==> config.mk <==
export PLATFORM = sky130hd
export DESIGN_NAME = mdio_management_master_core
export DESIGN_NICKNAME = d
export VERILOG_FILES = /design/src/design/mdio_pkg.sv /design/src/design/mdio_management_master_core.sv /design/src/design/mdio_apb_regs.sv /design/src/design/mdio_frame_engine.sv /design/src/design/mdio_out_buffer.sv
export SDC_FILE = /design/constraint.sdc
export NUM_CORES = 1
export LEC_CHECK = 0
export ABC_CLOCK_PERIOD_IN_PS = 8800
export BUFFER_PORTS_ARGS = -buffer_cell sky130_fd_sc_hd__buf_2
export CAP_MARGIN = 0
export CORE_UTILIZATION = 59
export DETAILED_ROUTE_END_ITERATION = 16
export PLACE_DENSITY = 0.95
export SLEW_MARGIN = 20
export SYNTH_ARGS = -nofsm -noshare
export SYNTH_HDL_FRONTEND = slang
export SYNTH_SLANG_ARGS = --single-unit
==> constraint.sdc <==
create_clock -name aclk -period 8.8 [get_ports aclk]
set_input_delay 1.32 -clock aclk [delete_from_list [all_inputs] [get_ports aclk]]
set_output_delay 1.32 -clock aclk [all_outputs]
set_load 0.005 [all_outputs]
==> src/design/mdio_pkg.sv <==
`default_nettype none

package mdio_pkg;

    localparam int MDIO_DIVISOR_BITS_DEFAULT = 8;

    localparam int S_TDATA_WIDTH = 24;
    localparam int S_TUSER_WIDTH = 3;
    localparam int M_TDATA_WIDTH = 24;
    localparam int APB_ADDR_WIDTH = 3;
    localparam int APB_DATA_WIDTH = 32;

    typedef enum logic [1:0] {
        ACT_TICK  = 2'd0,
        ACT_WRITE = 2'd1,
        ACT_READ  = 2'd2
    } action_t;

    localparam logic SEL_CONTROL = 1'b0;
    localparam logic SEL_DATA    = 1'b1;

    localparam logic [1:0] OP_WRITE = 2'd1;
    localparam logic [1:0] OP_READ  = 2'd2;

    // Register index as seen in paddr[2].
    localparam logic REG_CLOCK_DIVISOR = 1'b0;

    localparam logic [5:0] PREAMBLE_END = 6'd32;
    localparam logic [5:0] START_ZERO   = 6'd32;
    localparam logic [5:0] START_ONE    = 6'd33;
    localparam logic [5:0] OP_HIGH      = 6'd34;
    localparam logic [5:0] OP_LOW       = 6'd35;
    localparam logic [5:0] PHY_LAST     = 6'd40;
    localparam logic [5:0] REG_LAST     = 6'd45;
    localparam logic [5:0] TA_FIRST     = 6'd46;
    localparam logic [5:0] TA_SECOND    = 6'd47;
    localparam logic [5:0] DATA_FIRST   = 6'd48;
    localparam logic [5:0] FRAME_LAST   = 6'd63;

    localparam int RESULT_WIDTH = 19;

    typedef struct packed {
        logic [15:0] read_data;
        logic        mdio_drive;
        logic        mdio_out;
        logic        mdc;
    } result_t;

    // Returns {drive, level} for the given frame position.
    function automatic logic [1:0] pin_level(
        input logic        busy,
        input logic [5:0]  fb,
        input logic [11:0] cmd,
        input logic [15:0] dw
    );
        logic [1:0] op;
        logic [4:0] phy;
        logic [4:0] rg;
        logic [1:0] res;
        op  = cmd[11:10];
        phy = cmd[9:5];
        rg  = cmd[4:0];
        if (!busy) begin
            res = 2'b00;
        end else if (fb < PREAMBLE_END) begin
            res = 2'b11;
        end else if (fb == START_ZERO) begin
            res = 2'b10;
        end else if (fb == START_ONE) begin
            res = 2'b11;
        end else if (fb == OP_HIGH) begin
            res = {1'b1, op[1]};
        end else if (fb == OP_LOW) begin
            res = {1'b1, op[0]};
        end else if (fb <= PHY_LAST) begin
            res = {1'b1, phy[3'(PHY_LAST - fb)]};
        end else if (fb <= REG_LAST) begin
            res = {1'b1, rg[3'(REG_LAST - fb)]};
        end else if (op == OP_READ) begin
            res = 2'b00;
        end else if (fb == TA_FIRST) begin
            res = 2'b11;
        end else if (fb == TA_SECOND) begin
            res = 2'b10;
        end else begin
            res = {1'b1, dw[4'(FRAME_LAST - fb)]};
        end
        return res;
    endfunction

endpackage

`default_nettype wire

==> src/design/mdio_management_master_core.sv <==
// Clause-22 MDIO management master. Each input item is either one system clock
// tick or one access to the control or data register; every accepted item
// yields exactly one result item carrying the MDC and MDIO pin levels after
// that item and, for register reads, the read value. The block accepts one
// item per cycle unless the output buffer is full; each result is registered
// in the buffer before it appears on the master side, and the two-entry buffer
// keeps the input side open while one result waits. MDC runs only during a
// frame and toggles when the tick counter reaches clock_divisor; a frame is 64
// bits. Write clock_divisor through the APB port only while no frame is running.
`default_nettype none

module mdio_management_master_core #(
    parameter int DIVISOR_BITS = mdio_pkg::MDIO_DIVISOR_BITS_DEFAULT
) (
    input  wire logic                                aclk,
    input  wire logic                                aresetn,
    input  wire logic                                s_tvalid,
    output logic                                     s_tready,
    // write_data [15:0], mdio_in [16], zero padding [23:17]
    input  wire logic [mdio_pkg::S_TDATA_WIDTH-1:0]  s_tdata,
    // action [1:0], reg_select [2]
    input  wire logic [mdio_pkg::S_TUSER_WIDTH-1:0]  s_tuser,
    output logic                                     m_tvalid,
    input  wire logic                                m_tready,
    // mdc [0], mdio_out [1], mdio_drive [2], read_data [18:3], zero padding [23:19]
    output logic      [mdio_pkg::M_TDATA_WIDTH-1:0]  m_tdata,
    input  wire logic                                psel,
    input  wire logic                                penable,
    input  wire logic                                pwrite,
    input  wire logic [mdio_pkg::APB_ADDR_WIDTH-1:0] paddr,
    input  wire logic [mdio_pkg::APB_DATA_WIDTH-1:0] pwdata,
    output logic      [mdio_pkg::APB_DATA_WIDTH-1:0] prdata,
    output logic                                     pready
);
    import mdio_pkg::*;

    logic [DIVISOR_BITS-1:0] divisor;
    logic                    accept;
    result_t                 result;
    result_t                 out_result;

    mdio_apb_regs #(
        .DIVISOR_BITS (DIVISOR_BITS)
    ) u_regs (
        .aclk    (aclk),
        .aresetn (aresetn),
        .psel    (psel),
        .penable (penable),
        .pwrite  (pwrite),
        .paddr   (paddr),
        .pwdata  (pwdata),
        .prdata  (prdata),
        .pready  (pready),
        .divisor (divisor)
    );

    assign accept = s_tvalid && s_tready;

    mdio_frame_engine #(
        .DIVISOR_BITS (DIVISOR_BITS)
    ) u_engine (
        .aclk       (aclk),
        .aresetn    (aresetn),
        .accept     (accept),
        .action     (s_tuser[1:0]),
        .reg_select (s_tuser[2]),
        .write_data (s_tdata[15:0]),
        .mdio_in    (s_tdata[16]),
        .divisor    (divisor),
        .result     (result)
    );

    mdio_out_buffer u_out (
        .aclk      (aclk),
        .aresetn   (aresetn),
        .in_valid  (s_tvalid),
        .in_ready  (s_tready),
        .in_data   (result),
        .out_valid (m_tvalid),
        .out_ready (m_tready),
        .out_data  (out_result)
    );

    assign m_tdata = {(M_TDATA_WIDTH - RESULT_WIDTH)'(0), out_result};

endmodule

`default_nettype wire

==> src/design/mdio_apb_regs.sv <==
`default_nettype none

module mdio_apb_regs #(
    parameter int DIVISOR_BITS = mdio_pkg::MDIO_DIVISOR_BITS_DEFAULT
) (
    input  wire logic                                  aclk,
    input  wire logic                                  aresetn,
    input  wire logic                                  psel,
    input  wire logic                                  penable,
    input  wire logic                                  pwrite,
    input  wire logic [mdio_pkg::APB_ADDR_WIDTH-1:0]   paddr,
    input  wire logic [mdio_pkg::APB_DATA_WIDTH-1:0]   pwdata,
    output logic      [mdio_pkg::APB_DATA_WIDTH-1:0]   prdata,
    output logic                                       pready,
    output logic      [DIVISOR_BITS-1:0]               divisor
);
    import mdio_pkg::*;

    logic [DIVISOR_BITS-1:0] divisor_reg;
    logic [DIVISOR_BITS-1:0] divisor_next;
    logic                    wr_en;

    assign pready = 1'b1;
    assign wr_en  = psel && penable && pwrite && pready
                    && (paddr[2] == REG_CLOCK_DIVISOR);

    // Only the low byte is defined; it is then cut or extended to the counter width.
    assign divisor_next = DIVISOR_BITS'(pwdata[7:0]);

    always_ff @(posedge aclk) begin
        if (!aresetn) begin
            divisor_reg <= '0;
        end else if (wr_en) begin
            divisor_reg <= divisor_next;
        end
    end

    always_comb begin
        if (paddr[2] == REG_CLOCK_DIVISOR) begin
            prdata = APB_DATA_WIDTH'(divisor_reg);
        end else begin
            prdata = '0;
        end
    end

    assign divisor = divisor_reg;

endmodule

`default_nettype wire

==> src/design/mdio_frame_engine.sv <==
`default_nettype none

module mdio_frame_engine #(
    parameter int DIVISOR_BITS = mdio_pkg::MDIO_DIVISOR_BITS_DEFAULT
) (
    input  wire logic                     aclk,
    input  wire logic                     aresetn,
    input  wire logic                     accept,
    input  wire logic [1:0]               action,
    input  wire logic                     reg_select,
    input  wire logic [15:0]              write_data,
    input  wire logic                     mdio_in,
    input  wire logic [DIVISOR_BITS-1:0]  divisor,
    output mdio_pkg::result_t             result
);
    import mdio_pkg::*;

    logic [DIVISOR_BITS-1:0] tick_reg,  tick_next;
    logic                    level_reg, level_next;
    logic [5:0]              bit_reg,   bit_next;
    logic                    busy_reg,  busy_next;
    logic                    error_reg, error_next;
    logic [11:0]             cmd_reg,   cmd_next;
    logic [15:0]             data_reg,  data_next;
    logic [15:0]             rdata;
    logic [1:0]              pin;
    action_t                 act;

    assign act = action_t'(action);

    always_comb begin
        tick_next  = tick_reg;
        level_next = level_reg;
        bit_next   = bit_reg;
        busy_next  = busy_reg;
        error_next = error_reg;
        cmd_next   = cmd_reg;
        data_next  = data_reg;
        rdata      = '0;
        case (act)
            ACT_TICK: begin
                if (!busy_reg) begin
                    tick_next  = '0;
                    level_next = 1'b0;
                end else if (tick_reg >= divisor) begin
                    tick_next = '0;
                    if (!level_reg) begin
                        // Rising MDC edge: sample the PHY on read frames.
                        level_next = 1'b1;
                        if (cmd_reg[11:10] == OP_READ) begin
                            if (bit_reg == TA_SECOND && mdio_in) begin
                                error_next = 1'b1;
                            end else if (bit_reg >= DATA_FIRST) begin
                                data_next = {data_reg[14:0], mdio_in};
                            end
                        end
                    end else begin
                        level_next = 1'b0;
                        if (bit_reg == FRAME_LAST) begin
                            bit_next  = '0;
                            busy_next = 1'b0;
                        end else begin
                            bit_next = bit_reg + 6'd1;
                        end
                    end
                end else begin
                    tick_next = tick_reg + 1'b1;
                end
            end
            ACT_WRITE: begin
                if (!busy_reg) begin
                    if (reg_select == SEL_DATA) begin
                        data_next = write_data;
                    end else begin
                        cmd_next = write_data[11:0];
                        if (write_data[11:10] == OP_WRITE || write_data[11:10] == OP_READ) begin
                            busy_next  = 1'b1;
                            error_next = 1'b0;
                            bit_next   = '0;
                            tick_next  = '0;
                            level_next = 1'b0;
                        end
                    end
                end
            end
            ACT_READ: begin
                if (reg_select == SEL_DATA) begin
                    rdata = data_reg;
                end else begin
                    rdata = {busy_reg, error_reg, 2'b00, cmd_reg};
                end
            end
            default: begin
            end
        endcase
    end

    assign pin = pin_level(busy_next, bit_next, cmd_next, data_next);

    always_comb begin
        result.read_data  = rdata;
        result.mdio_drive = pin[1];
        result.mdio_out   = pin[0];
        result.mdc        = level_next;
    end

    always_ff @(posedge aclk) begin
        if (!aresetn) begin
            tick_reg  <= '0;
            level_reg <= 1'b0;
            bit_reg   <= '0;
            busy_reg  <= 1'b0;
            error_reg <= 1'b0;
            cmd_reg   <= '0;
            data_reg  <= '0;
        end else if (accept) begin
            tick_reg  <= tick_next;
            level_reg <= level_next;
            bit_reg   <= bit_next;
            busy_reg  <= busy_next;
            error_reg <= error_next;
            cmd_reg   <= cmd_next;
            data_reg  <= data_next;
        end
    end

endmodule

`default_nettype wire

==> src/design/mdio_out_buffer.sv <==
`default_nettype none

module mdio_out_buffer (
    input  wire logic               aclk,
    input  wire logic               aresetn,
    input  wire logic               in_valid,
    output logic                    in_ready,
    input  wire mdio_pkg::result_t  in_data,
    output logic                    out_valid,
    input  wire logic               out_ready,
    output mdio_pkg::result_t       out_data
);
    import mdio_pkg::*;

    logic    main_valid_reg;
    logic    skid_valid_reg;
    result_t main_data_reg;
    result_t skid_data_reg;
    logic    push;
    logic    pop;

    assign in_ready  = !skid_valid_reg;
    assign push      = in_valid && in_ready;
    assign pop       = main_valid_reg && out_ready;
    assign out_valid = main_valid_reg;
    assign out_data  = main_data_reg;

    always_ff @(posedge aclk) begin
        if (!aresetn) begin
            main_valid_reg <= 1'b0;
            skid_valid_reg <= 1'b0;
        end else if (skid_valid_reg) begin
            if (pop) begin
                skid_valid_reg <= 1'b0;
            end
        end else if (push && main_valid_reg && !pop) begin
            skid_valid_reg <= 1'b1;
        end else if (push) begin
            main_valid_reg <= 1'b1;
        end else if (pop) begin
            main_valid_reg <= 1'b0;
        end
    end

    always_ff @(posedge aclk) begin
        if (skid_valid_reg) begin
            if (pop) begin
                main_data_reg <= skid_data_reg;
            end
        end else if (push && main_valid_reg && !pop) begin
            skid_data_reg <= in_data;
        end else if (push) begin
            main_data_reg <= in_data;
        end
    end

endmodule

`default_nettype wire

==> results of run 1 <==
-- cells by family after synthesis --
kind of cell             after synthesis  share of synthesized area
multiplexers                          32                     0.0604
XOR/XNOR                               8                     0.0124
AND/OR/NAND/NOR                      237                      0.194
other                                  2                    0.00133
buffers and inverters                 83                     0.0792
AO/OA/AOI/OAI                        171                      0.222
flip-flops                            93                      0.398
adder cells (fa/ha/maj)               15                     0.0333
-- power by group through the flow --
stage	registers (mW)	logic (mW)	clock network (mW)
global route	0.485	0.167	0.307
floorplan	0.488	0.115	0
CTS	0.483	0.150	0.290
finish	0.483	0.153	0.290
detailed placement	0.492	0.149	0
global placement	0.491	0.144	0
-- per-stage QoR --
step	hold WS (ns)	cell area, sq um
6_report	0.462	6070
5_1_grt	0.487	6070
4_1_cts	0.463	6070
3_5_place_dp	0.449	5870
3_3_place_gp	0.445	5870
2_1_floorplan	0.436	5740
-- routing by layer --
metal,wire length (microns),part of all wire
met4,391,0.027
met5,0,0
met2,7020,0.49
met1,5780,0.40
met3,1180,0.082
-- worst max-delay path, stage by stage --
cell and delay [ns]:
buf_2 0.30, nor4b_4 0.89, nand2b_2 0.26, a21boi_4 0.22, a22oi_4 0.44, inv_2 0.15
ha_1 0.23, or2_2 0.30, a21oi_1 0.23, a211oi_2 0.08, o211ai_1 0.13, a31oi_1 0.13
nor4_2 0.49, o21ai_1 0.13
-- synth_stat cells (all sizes together), types with 2 or more instances --
cell type	n
nand3b	2
clkbuf	26
nor4	2
conb	2
nor3	10
mux2	6
and2	3
mux2i	25
a31o	2
a211oi	10
o31ai	23
o211ai	3
dfxtp	55
inv	17
ha	15
a311oi	2
a2111oi	2
edfxtp	38
nand3	15
nor2b	5
and3	8
nand2	96
buf	39
a22oi	2
nand4b	2
nand4	7
and4b	2
a21o	2
xor2	6
a31oi	3
o2111ai	3
nor2	71
o21a	6
o22a	16
nand2b	8
o31a	3
o221a	3
xnor2	2
or3	2
o22ai	12
a21oi	42
o21ai	28
-- worst paths after layout --
check | endpoint | startpoint | slack, ns
worst max-delay path | u_out.skid_data_reg[1]$_DFFE_PP_ | s_tuser[2] | 3.61
worst min-delay path | u_regs.divisor[7]$_SDFFE_PN0P_ | u_regs.divisor[7]$_SDFFE_PN0P_ | 0.46
worst max register to register | u_out.skid_data_reg[1]$_DFFE_PP_ | u_engine.busy_reg$_SDFFE_PN0P_ | 4.32
worst min register to register | u_regs.divisor[7]$_SDFFE_PN0P_ | u_regs.divisor[7]$_SDFFE_PN0P_ | 0.46
-- final cells by class --
class                           count  area, sq um  area share
Clock buffer                        9          124      0.0204
Timing Repair Buffer               67          343      0.0565
Clock inverter                      7         75.1      0.0124
Multi-Input combinational cell    493         3050       0.503
Inverter                           18         67.6      0.0111
Tap cell                          129          161      0.0266
Sequential cell                    93         2240       0.370
==> impl_metrics.env, run 1 <==
export IMPL_nets=766
export IMPL_hp_class="reg -> reg"
export IMPL_max_vdd_ir_drop_v=0.0000763
export IMPL_p_leak_nw=2.26
export IMPL_cp_max_fo=22
export IMPL_drive_above_1_share=0.167
export IMPL_num_rows=35
export IMPL_p_int_uw=636
export IMPL_setup_viol=0
export IMPL_clockBufferDepth=2
export IMPL_maxCapViolCount=0
export IMPL_grt_antenna_before_repair=0
export IMPL_core_sq_um=9240
export IMPL_crit_arrival_ns=5.31
export IMPL_die_height_microns=99.8
export IMPL_clk_transition_reported_paths_ns=0.10
export IMPL_insertion_delay_ns=0.38
export IMPL_drc=0
export IMPL_grt_start_max_net_pins=46
export IMPL_synthToLayoutAreaGrowth_pct=7.61
export IMPL_top_usage_layer="met2"
export IMPL_clockPowerShare=0.314
export IMPL_ff2ff_path_depth=13
export IMPL_cts_root_buffer="clkbuf_8"
export IMPL_end_kind="flip-flop"
export IMPL_final_common_cell="nand2_1"
export IMPL_seqPwrFrac=0.521
export IMPL_finalCriticalPeriod_ns=5.19
export IMPL_max_clock_freq_ghz=0.193
export IMPL_report_power_total_uw=926
export IMPL_vias_per_cell=6.22
export IMPL_drtPass1Iterations=5
export IMPL_first_global_vias=4755
export IMPL_setup_ws_ns=3.61
export IMPL_sw_frac_of_total=0.313
export IMPL_cts_repair_resized=0
export IMPL_slew_headroom=0.297
export IMPL_gp_congestion=0.967
export IMPL_n_fill_cell=742
export IMPL_required_ns=8.91
export IMPL_drt_iter0_markers=541
export IMPL_fin_util=0.657
export IMPL_synth_warnings=0
export IMPL_path_class="in -> reg"
export IMPL_synth_top_area_frac=0.202
export IMPL_fp_dieW_microns=99.8
export IMPL_start_util=0.610
export IMPL_yosysSeqAreaShare=0.398
export IMPL_synth_top_area_cell="edfxtp_1"
export IMPL_cts_htree_levels=3
export IMPL_pwr_share_comb=0.165
export IMPL_grt_total_usage=0.290
export IMPL_antenna_cells=0
export IMPL_crit_path_start_kind="primary input"
export IMPL_postSynthAreaPerCell_sq_um=8.80
export IMPL_use_met2=0.487
export IMPL_overflow=0
export IMPL_synth_edff_count=38
export IMPL_dp_cells=800
export IMPL_async_flop_share=0
export IMPL_vias=5077
export IMPL_tightest_slew_ns=1.06
export IMPL_final_hold_violation_count=0
export IMPL_synthTopCellsByArea="edfxtp_1 (20%), dfxtp_1 (20%), nand2_1 (6.4%)"
export IMPL_wl_per_cell_microns=17.6
export IMPL_netlist_area_sq_um=5640
export IMPL_cellPowerDensity_nw_per_um2=153
export IMPL_synth_seq_cells=93
export IMPL_io_buffers=64
export IMPL_synthCells=641
export IMPL_fin_skew_ns=0.0116
export IMPL_wirelength_mm=14.4
export IMPL_die_area_sq_um=9950
export IMPL_detail_route_antenna_nets=0
export IMPL_cts_sinks=93
export IMPL_ioPinCount=128
export IMPL_fin_cells=816
export IMPL_cts_tree="done"
export IMPL_final_cell_mix="nand2_1 (96), nor2_1 (70), buf_2 (64)"
export IMPL_status="complete, no violations"
export IMPL_grt_first_pass_wirelength_mm=22.9
export IMPL_slew_violations=0
export IMPL_p_switching_uw=290
export IMPL_fin_tns_setup_ns=0
export IMPL_met3_usage=0.0562
export IMPL_hpwl_mm=10.4
export IMPL_yosysUniqueCellTypes=73
export IMPL_postCtsHoldBufs=0
export IMPL_holdPathStages=2
export IMPL_period_share=0.590
export IMPL_post_place_ws_ns=3.33
export IMPL_use_met1=0.364
export IMPL_cts_setup_buffers=0
export IMPL_cts_buffers=9
export IMPL_rsz0062_at_grt="false"
export IMPL_ys_flop_type="dfxtp_1"
Power figures use the tool's default switching activity.
==> run 2, diff against run 1 <==
--- a/config.mk
+++ b/config.mk
@@ -5,12 +5,13 @@
 export SDC_FILE = /design/constraint.sdc
 export NUM_CORES = 1
 export LEC_CHECK = 0
-export ABC_CLOCK_PERIOD_IN_PS = 8800
+export ABC_AREA = 1
+export ABC_CLOCK_PERIOD_IN_PS = 5000
 export BUFFER_PORTS_ARGS = -buffer_cell sky130_fd_sc_hd__buf_2
 export CAP_MARGIN = 0
-export CORE_UTILIZATION = 59
+export CORE_UTILIZATION = 55
 export DETAILED_ROUTE_END_ITERATION = 16
-export PLACE_DENSITY = 0.95
+export PLACE_DENSITY = 0.91
 export SLEW_MARGIN = 20
 export SYNTH_ARGS = -nofsm -noshare
 export SYNTH_HDL_FRONTEND = slang
==> constraint.sdc (replaced) <==
create_clock -name aclk -period 5 [get_ports aclk]
set_input_delay 0.75 -clock aclk [delete_from_list [all_inputs] [get_ports aclk]]
set_output_delay 0.75 -clock aclk [all_outputs]
set_load 0.005 [all_outputs]
==> run 2 against run 1 <==
Net effect: first-iteration DRC count increased by 7.0%; sequential power rose by 81%; global-route usage down 3.1 points; final cell count up 23%; highest routed layer is now met5.
==> impl_metrics.env, run 2 <==
export IMPL_synth_top_area_frac=0.196
export IMPL_status="complete, no violations"
export IMPL_placed_area_sq_um=6050
export IMPL_num_rows=37
export IMPL_core_sq_um=10300
export IMPL_synth_warnings=0
export IMPL_gp_congestion=0.936
export IMPL_stdcell_area_sq_um=6230
export IMPL_yosysUniqueCellTypes=48
export IMPL_synth_top_area_cell="edfxtp_1"
export IMPL_synthTopCellsByArea="edfxtp_1 (20%), dfxtp_1 (19%), nand2_1 (13%)"
export IMPL_p_leak_nw=2.93
export IMPL_max_vdd_ir_drop_v=0.000167
export IMPL_wl_met3_mm=1.41
export IMPL_cts_root_buffer="clkbuf_8"
export IMPL_met1_length_mm=5.92
export IMPL_die_height_microns=105
export IMPL_cts_repair_resized=0
export IMPL_insertion_delay_ns=0.38
export IMPL_antenna_cells=0
export IMPL_final_hold_violation_count=0
export IMPL_ys_top_cells_by_count="nand2_1 (206), inv_1 (99), a21oi_1 (75)"
export IMPL_clk_transition_reported_paths_ns=0.10
export IMPL_drc=0
export IMPL_wl_per_cell_microns=13.9
export IMPL_clockBufferDepth=2
export IMPL_vias=5525
export IMPL_hpwl_mm=10.2
export IMPL_cp_max_fo=23
export IMPL_die_area_sq_um=11000
export IMPL_post_place_ws_ns=1.11
export IMPL_postSynthAreaPerCell_sq_um=7.08
export IMPL_setup_viol=0
export IMPL_fin_skew_ns=0.0203
export IMPL_cts_sinks=93
export IMPL_met2WireLength_mm=6.27
export IMPL_final_cell_mix="nand2_1 (206), inv_1 (98), a21oi_1 (75)"
export IMPL_tightest_slew_ns=1.03
export IMPL_path_class="reg -> reg"
export IMPL_drt_iter0_markers=579
export IMPL_n_fill_cell=886
export IMPL_cts_setup_buffers=0
export IMPL_required_ns=5.13
export IMPL_netlist_area_sq_um=5830
export IMPL_rsz0062_at_grt="false"
export IMPL_worstHoldStart="u_engine.tick_reg[7]$_SDFFE_PN0P_"
export IMPL_reg2reg_from="u_engine.tick_reg[0]$_SDFFE_PN0P_"
export IMPL_overflow=0
export IMPL_drtPass1Iterations=5
export IMPL_setup_ws_ns=1.32
export IMPL_maxCapViolCount=0
export IMPL_vias_per_cell=5.50
export IMPL_synthCells=823
export IMPL_cts_tree="done"
export IMPL_crit_arrival_ns=3.81
export IMPL_grt_total_usage=0.259
export IMPL_grt_antenna_before_repair=1
export IMPL_hp_class="reg -> reg"
export IMPL_grt_start_max_net_pins=43
export IMPL_async_flop_share=0
export IMPL_r2r_slack_ns=1.32
export IMPL_end_kind="flip-flop"
export IMPL_grt_first_pass_wirelength_mm=22.9
export IMPL_final_common_cell="nand2_1"
export IMPL_io_buffers=64
export IMPL_ioPinCount=128
export IMPL_fin_tns_setup_ns=0
export IMPL_start_util=0.567
export IMPL_fin_util=0.607
export IMPL_drive_above_1_share=0.133
export IMPL_yosysSeqAreaShare=0.385
export IMPL_period_share=0.736
export IMPL_synthToLayoutAreaGrowth_pct=7.02
export IMPL_wirelength_mm=14.0
export IMPL_synth_seq_cells=93
export IMPL_report_power_total_mw=1.72
export IMPL_first_global_vias=4807
export IMPL_cts_buffers=9
export IMPL_ys_flop_type="dfxtp_1"
export IMPL_detail_route_antenna_nets=0
export IMPL_cellPowerDensity_nw_per_um2=276
export IMPL_slew_violations=0
export IMPL_finalCriticalPeriod_ns=3.68
export IMPL_synth_most_common_cell="nand2_1"
export IMPL_postCtsHoldBufs=0
export IMPL_worstSetupStartpoint="u_engine.tick_reg[0]$_SDFFE_PN0P_"
export IMPL_routed_top_layer="met5"
export IMPL_cts_htree_levels=3
export IMPL_slew_headroom=0.309
export IMPL_fp_dieW_microns=105
export IMPL_max_clock_freq_ghz=0.272
export IMPL_crit_path_start_kind="flip-flop"
export IMPL_nets=948
export IMPL_synth_edff_count=38
run 2: changes by cell type in the layout (fill, tap and decap cells not counted), sizes merged, moves of 9 or more:
cell    delta
a211oi     -9
a21oi     +33
inv       +90
mux2i     -24
nand2    +116
nand3     +24
nand4     +10
o21ai     +49
o22a      -16
o31ai     -23
run 2: metrics by stage:
step | std cells | hold slack [ns]
6_report | 1005 | 0.471
5_1_grt | 1005 | 0.502
4_1_cts | 1005 | 0.476
3_5_place_dp | 989 | 0.464
3_3_place_gp | 989 | 0.459
2_1_floorplan | 851 | 0.447
run 2: cell type report:
cell class	instances	area, sq um	share of cell area
clock buffers	9	124	0.0199
clock inverters	7	65.1	0.0104
multi-input cells	581	2850	0.457
repair buffers	71	373	0.0598
well taps	136	170	0.0273
flip-flops and latches	93	2240	0.360
inverters	108	410	0.0658
run 2: logic make-up (layout without fill, tap and decap cells):
| family | Yosys count | in the layout | synth area share |
|---|---|---|---|
| AOI/OAI and AO/OA | 188 | 188 | 0.178 |
| xor gates and xnor gates | 2 | 2 | 0.00301 |
| adders and majority gates | 15 | 15 | 0.0322 |
| buffers and inverters | 177 | 195 | 0.144 |
| DFF | 93 | 93 | 0.385 |
| muxes | 1 | 1 | 0.00172 |
| other | 2 | 30 | 0.00129 |
| and+or+nand+nor | 345 | 345 | 0.255 |
run 2: path summary, 6_finish.rpt:
kind / endpoint / depth (start not counted)
setup reg to reg: u_out.out_data[1]$_DFFE_PP_ / 23
setup / recovery: u_out.out_data[1]$_DFFE_PP_ / 23
hold reg to reg: u_engine.tick_reg[7]$_SDFFE_PN0P_ / 2
hold / removal: u_engine.tick_reg[7]$_SDFFE_PN0P_ / 2
run 2: power by group:
group / total [mW] / internal (mW) / switching (mW)
registers: 0.875 / 0.841 / 0.0346
clock network: 0.489 / 0.193 / 0.297
logic: 0.356 / 0.116 / 0.240
total: 1.72 / 1.15 / 0.571
run 2: per-layer routing:
metal / up-vias / track usage
li1: 2734 / -
met1: 2453 / 0.356
met2: 304 / 0.395
met3: 32 / 0.0549
met4: 2 / 0.108
met5: - / 0
run 2: critical path, cell delays in order, from the launching register on:
cell and delay [ns]:
dfxtp_1 0.42, inv_1 0.06, ha_1 0.26, nand2_1 0.04, nor2_1 0.08, nor2_1 0.04, nand2_1 0.06, nand2_1 0.06
nand2_2 0.35, nand4_1 0.16, nand2_1 0.13, inv_1 0.06, nor2_2 0.41, ha_1 0.36, o21ai_1 0.09, o22ai_1 0.09
a21oi_1 0.13, nor2_1 0.06, a21oi_1 0.17, nand2_1 0.08, nand2_1 0.10, nand2_1 0.06, nand3_1 0.09, nand2_1 0.06
==> run 3, diff against run 2 <==
--- a/config.mk
+++ b/config.mk
@@ -6,12 +6,12 @@
 export NUM_CORES = 1
 export LEC_CHECK = 0
 export ABC_AREA = 1
-export ABC_CLOCK_PERIOD_IN_PS = 5000
+export ABC_CLOCK_PERIOD_IN_PS = 2950
 export BUFFER_PORTS_ARGS = -buffer_cell sky130_fd_sc_hd__buf_2
 export CAP_MARGIN = 0
-export CORE_UTILIZATION = 55
+export CORE_UTILIZATION = 50
 export DETAILED_ROUTE_END_ITERATION = 16
-export PLACE_DENSITY = 0.91
+export PLACE_DENSITY = 0.87
 export SLEW_MARGIN = 20
 export SYNTH_ARGS = -nofsm -noshare
 export SYNTH_HDL_FRONTEND = slang
==> constraint.sdc (replaced) <==
create_clock -name aclk -period 2.95 [get_ports aclk]
set_input_delay 0.4425 -clock aclk [delete_from_list [all_inputs] [get_ports aclk]]
set_output_delay 0.4425 -clock aclk [all_outputs]
set_load 0.005 [all_outputs]
==> run 3 against run 2 <==
Net effect: the run now ends with negative setup slack left; critical path depth is 2 higher; sequential share of layout area is 4.9 points lower; die area is 9.8% higher; first-iteration DRC count is 34% higher; combinational power is 130% higher; clock-buffer cell count stayed put; core utilization is 3.1 points higher; final area is 16% higher; final cell count is 8.2% higher; critical endpoint unchanged; largest cell class unchanged; highest routed layer is now met4.
==> impl_metrics.env, run 3 (synthesis gave the netlist of run 2 again) <==
export IMPL_final_hold_violation_count=0
export IMPL_drive_above_1_share=0.264
export IMPL_max_clock_freq_ghz=0.333
export IMPL_detail_route_antenna_nets=0
export IMPL_clockPowerShare=0.346
export IMPL_report_power_total_mw=3.51
export IMPL_ioPinCount=128
export IMPL_crit_path_start_kind="flip-flop"
export IMPL_post_place_ws_ns=-0.152
export IMPL_placed_area_sq_um=6510
export IMPL_cts_buffers=9
export IMPL_io_buffers=64
export IMPL_wl_per_cell_microns=15.7
export IMPL_vias_per_cell=5.64
export IMPL_cts_htree_levels=3
export IMPL_stdcell_area_sq_um=7250
export IMPL_p_leak_nw=3.40
export IMPL_drc=0
export IMPL_tightest_slew_ns=0.637
export IMPL_final_common_cell="nand2_1"
export IMPL_seqPwrFrac=0.422
export IMPL_cts_tree="done"
export IMPL_fin_tns_setup_ns=-0.0523
export IMPL_n_fill_cell=869
export IMPL_p_switching_mw=1.10
export IMPL_cp_max_fo=6
export IMPL_maxCapViolCount=0
export IMPL_final_cell_mix="nand2_1 (186), inv_1 (94), buf_4 (76)"
export IMPL_vias=6130
export IMPL_clockBufferDepth=2
export IMPL_setup_ws_ns=-0.0523
export IMPL_wirelength_mm=17.1
export IMPL_period_share=1.02
export IMPL_crit_arrival_ns=3.10
export IMPL_antenna_cells=0
export IMPL_hp_class="in -> reg"
export IMPL_setup_viol=1
export IMPL_drtPass1Iterations=6
export IMPL_status="finished, violations left"
export IMPL_fin_skew_ns=0.0115
export IMPL_finalCriticalPeriod_ns=3.00
export IMPL_multi_input_area_sq_um=3150
export IMPL_nets=1023
export IMPL_die_height_microns=110
export IMPL_slew_violations=0
export IMPL_end_kind="flip-flop"
export IMPL_dp_cells=1057
export IMPL_fin_cells=1087
export IMPL_core_sq_um=11400
export IMPL_num_rows=39
export IMPL_cellPowerDensity_nw_per_um2=485
export IMPL_fp_dieW_microns=110
export IMPL_synthToLayoutAreaGrowth_pct=24.4
export IMPL_slew_headroom=0.575
export IMPL_pwr_share_comb=0.232
export IMPL_postCtsHoldBufs=0
export IMPL_cts_root_buffer="clkbuf_16"
export IMPL_required_ns=3.05
export IMPL_violations="negative setup slack"
export IMPL_sw_frac_of_total=0.312
export IMPL_insertion_delay_ns=0.35
export IMPL_die_area_sq_um=12100
export IMPL_rsz0062_at_grt="true"
export IMPL_grt_first_pass_wirelength_mm=24.9
export IMPL_grt_start_max_net_pins=43
export IMPL_gp_congestion=0.961
export IMPL_path_class="reg -> reg"
export IMPL_regArea_sq_um=2250
export IMPL_grt_antenna_before_repair=0
export IMPL_clk_transition_reported_paths_ns=0.06
export IMPL_start_util=0.512
export IMPL_drt_iter0_markers=777
export IMPL_first_global_vias=5287
export IMPL_cts_sinks=93
export IMPL_grt_total_usage=0.265
export IMPL_p_int_mw=2.42
export IMPL_max_vdd_ir_drop_v=0.000272
export IMPL_hpwl_mm=11.1
export IMPL_overflow=0
-- run 3: power groups by stage --
stage,combinational [mW],sequential (mW),clock (mW)
6_report,0.814,1.48,1.22
5_1_grt,0.898,1.49,1.28
4_1_cts,0.720,1.48,1.22
3_5_place_dp,0.679,1.51,0
3_3_place_gp,0.661,1.50,0
2_1_floorplan,0.465,1.49,0
-- run 3: timing repair --
action | CTS | global route
setup buffers | 4 | 8
gates resized for setup | 17 | 56
endpoints found under the setup margin | 2 | 3
cloned | 1 | 1
pin swaps | 21 | 31
-- run 3: area by class of cell --
class	count	share of cell area
multi-input cells	583	0.435
flip-flops and latches	93	0.310
repair buffers	144	0.130
inverters	108	0.0566
clock buffers	9	0.0311
well taps	143	0.0247
clock inverters	7	0.0119
-- run 3: metal layers --
layer,up-vias,track usage,routed length [microns]
li1,2885,-,-
met1,2756,0.340,6550
met2,401,0.424,8060
met3,88,0.0492,1770
met4,0,0.136,732
met5,-,0,0
-- run 3: worst paths after layout --
check / startpoint / slack [ns] / end / cells past startpoint
worst min register to register: u_regs.divisor[4]$_SDFFE_PN0P_ / 0.49 / u_regs.divisor[4]$_SDFFE_PN0P_ / 2
worst min-delay path: pwdata[2] / 0.38 / u_regs.divisor[2]$_SDFFE_PN0P_ / 3
worst max register to register: u_regs.divisor[6]$_SDFFE_PN0P_ / -0.05 / u_out.out_data[1]$_DFFE_PP_ / 25
worst max-delay path: u_regs.divisor[6]$_SDFFE_PN0P_ / -0.05 / u_out.out_data[1]$_DFFE_PP_ / 25
-- run 3: per-stage QoR --
step	utilization	hold slack, ns
floorplan	-	0.447
global placement	0.573	0.458
detailed placement	0.573	0.464
CTS	0.611	0.377
global route	0.637	0.411
finish	0.637	0.378
-- run 3: critical path, cell delays in order (launching register included) --
cell and delay, ns:
dfxtp_1 0.31, inv_1 0.05, ha_1 0.30, nand2_2 0.10
o21a_4 0.25, nand2_4 0.11, nand4_1 0.11, nand2_2 0.11
inv_2 0.05, nor2_4 0.21, buf_4 0.17, nand2_1 0.05
nand2_1 0.09, nand2_1 0.06, nand2_1 0.07, a21oi_1 0.07
nand3_2 0.09, nand2_2 0.05, nand2_1 0.05, nand2_1 0.05
nand2_1 0.05, nand2_1 0.06, nand2_2 0.08, nand2_1 0.05
nand3_1 0.09, nand2_1 0.06
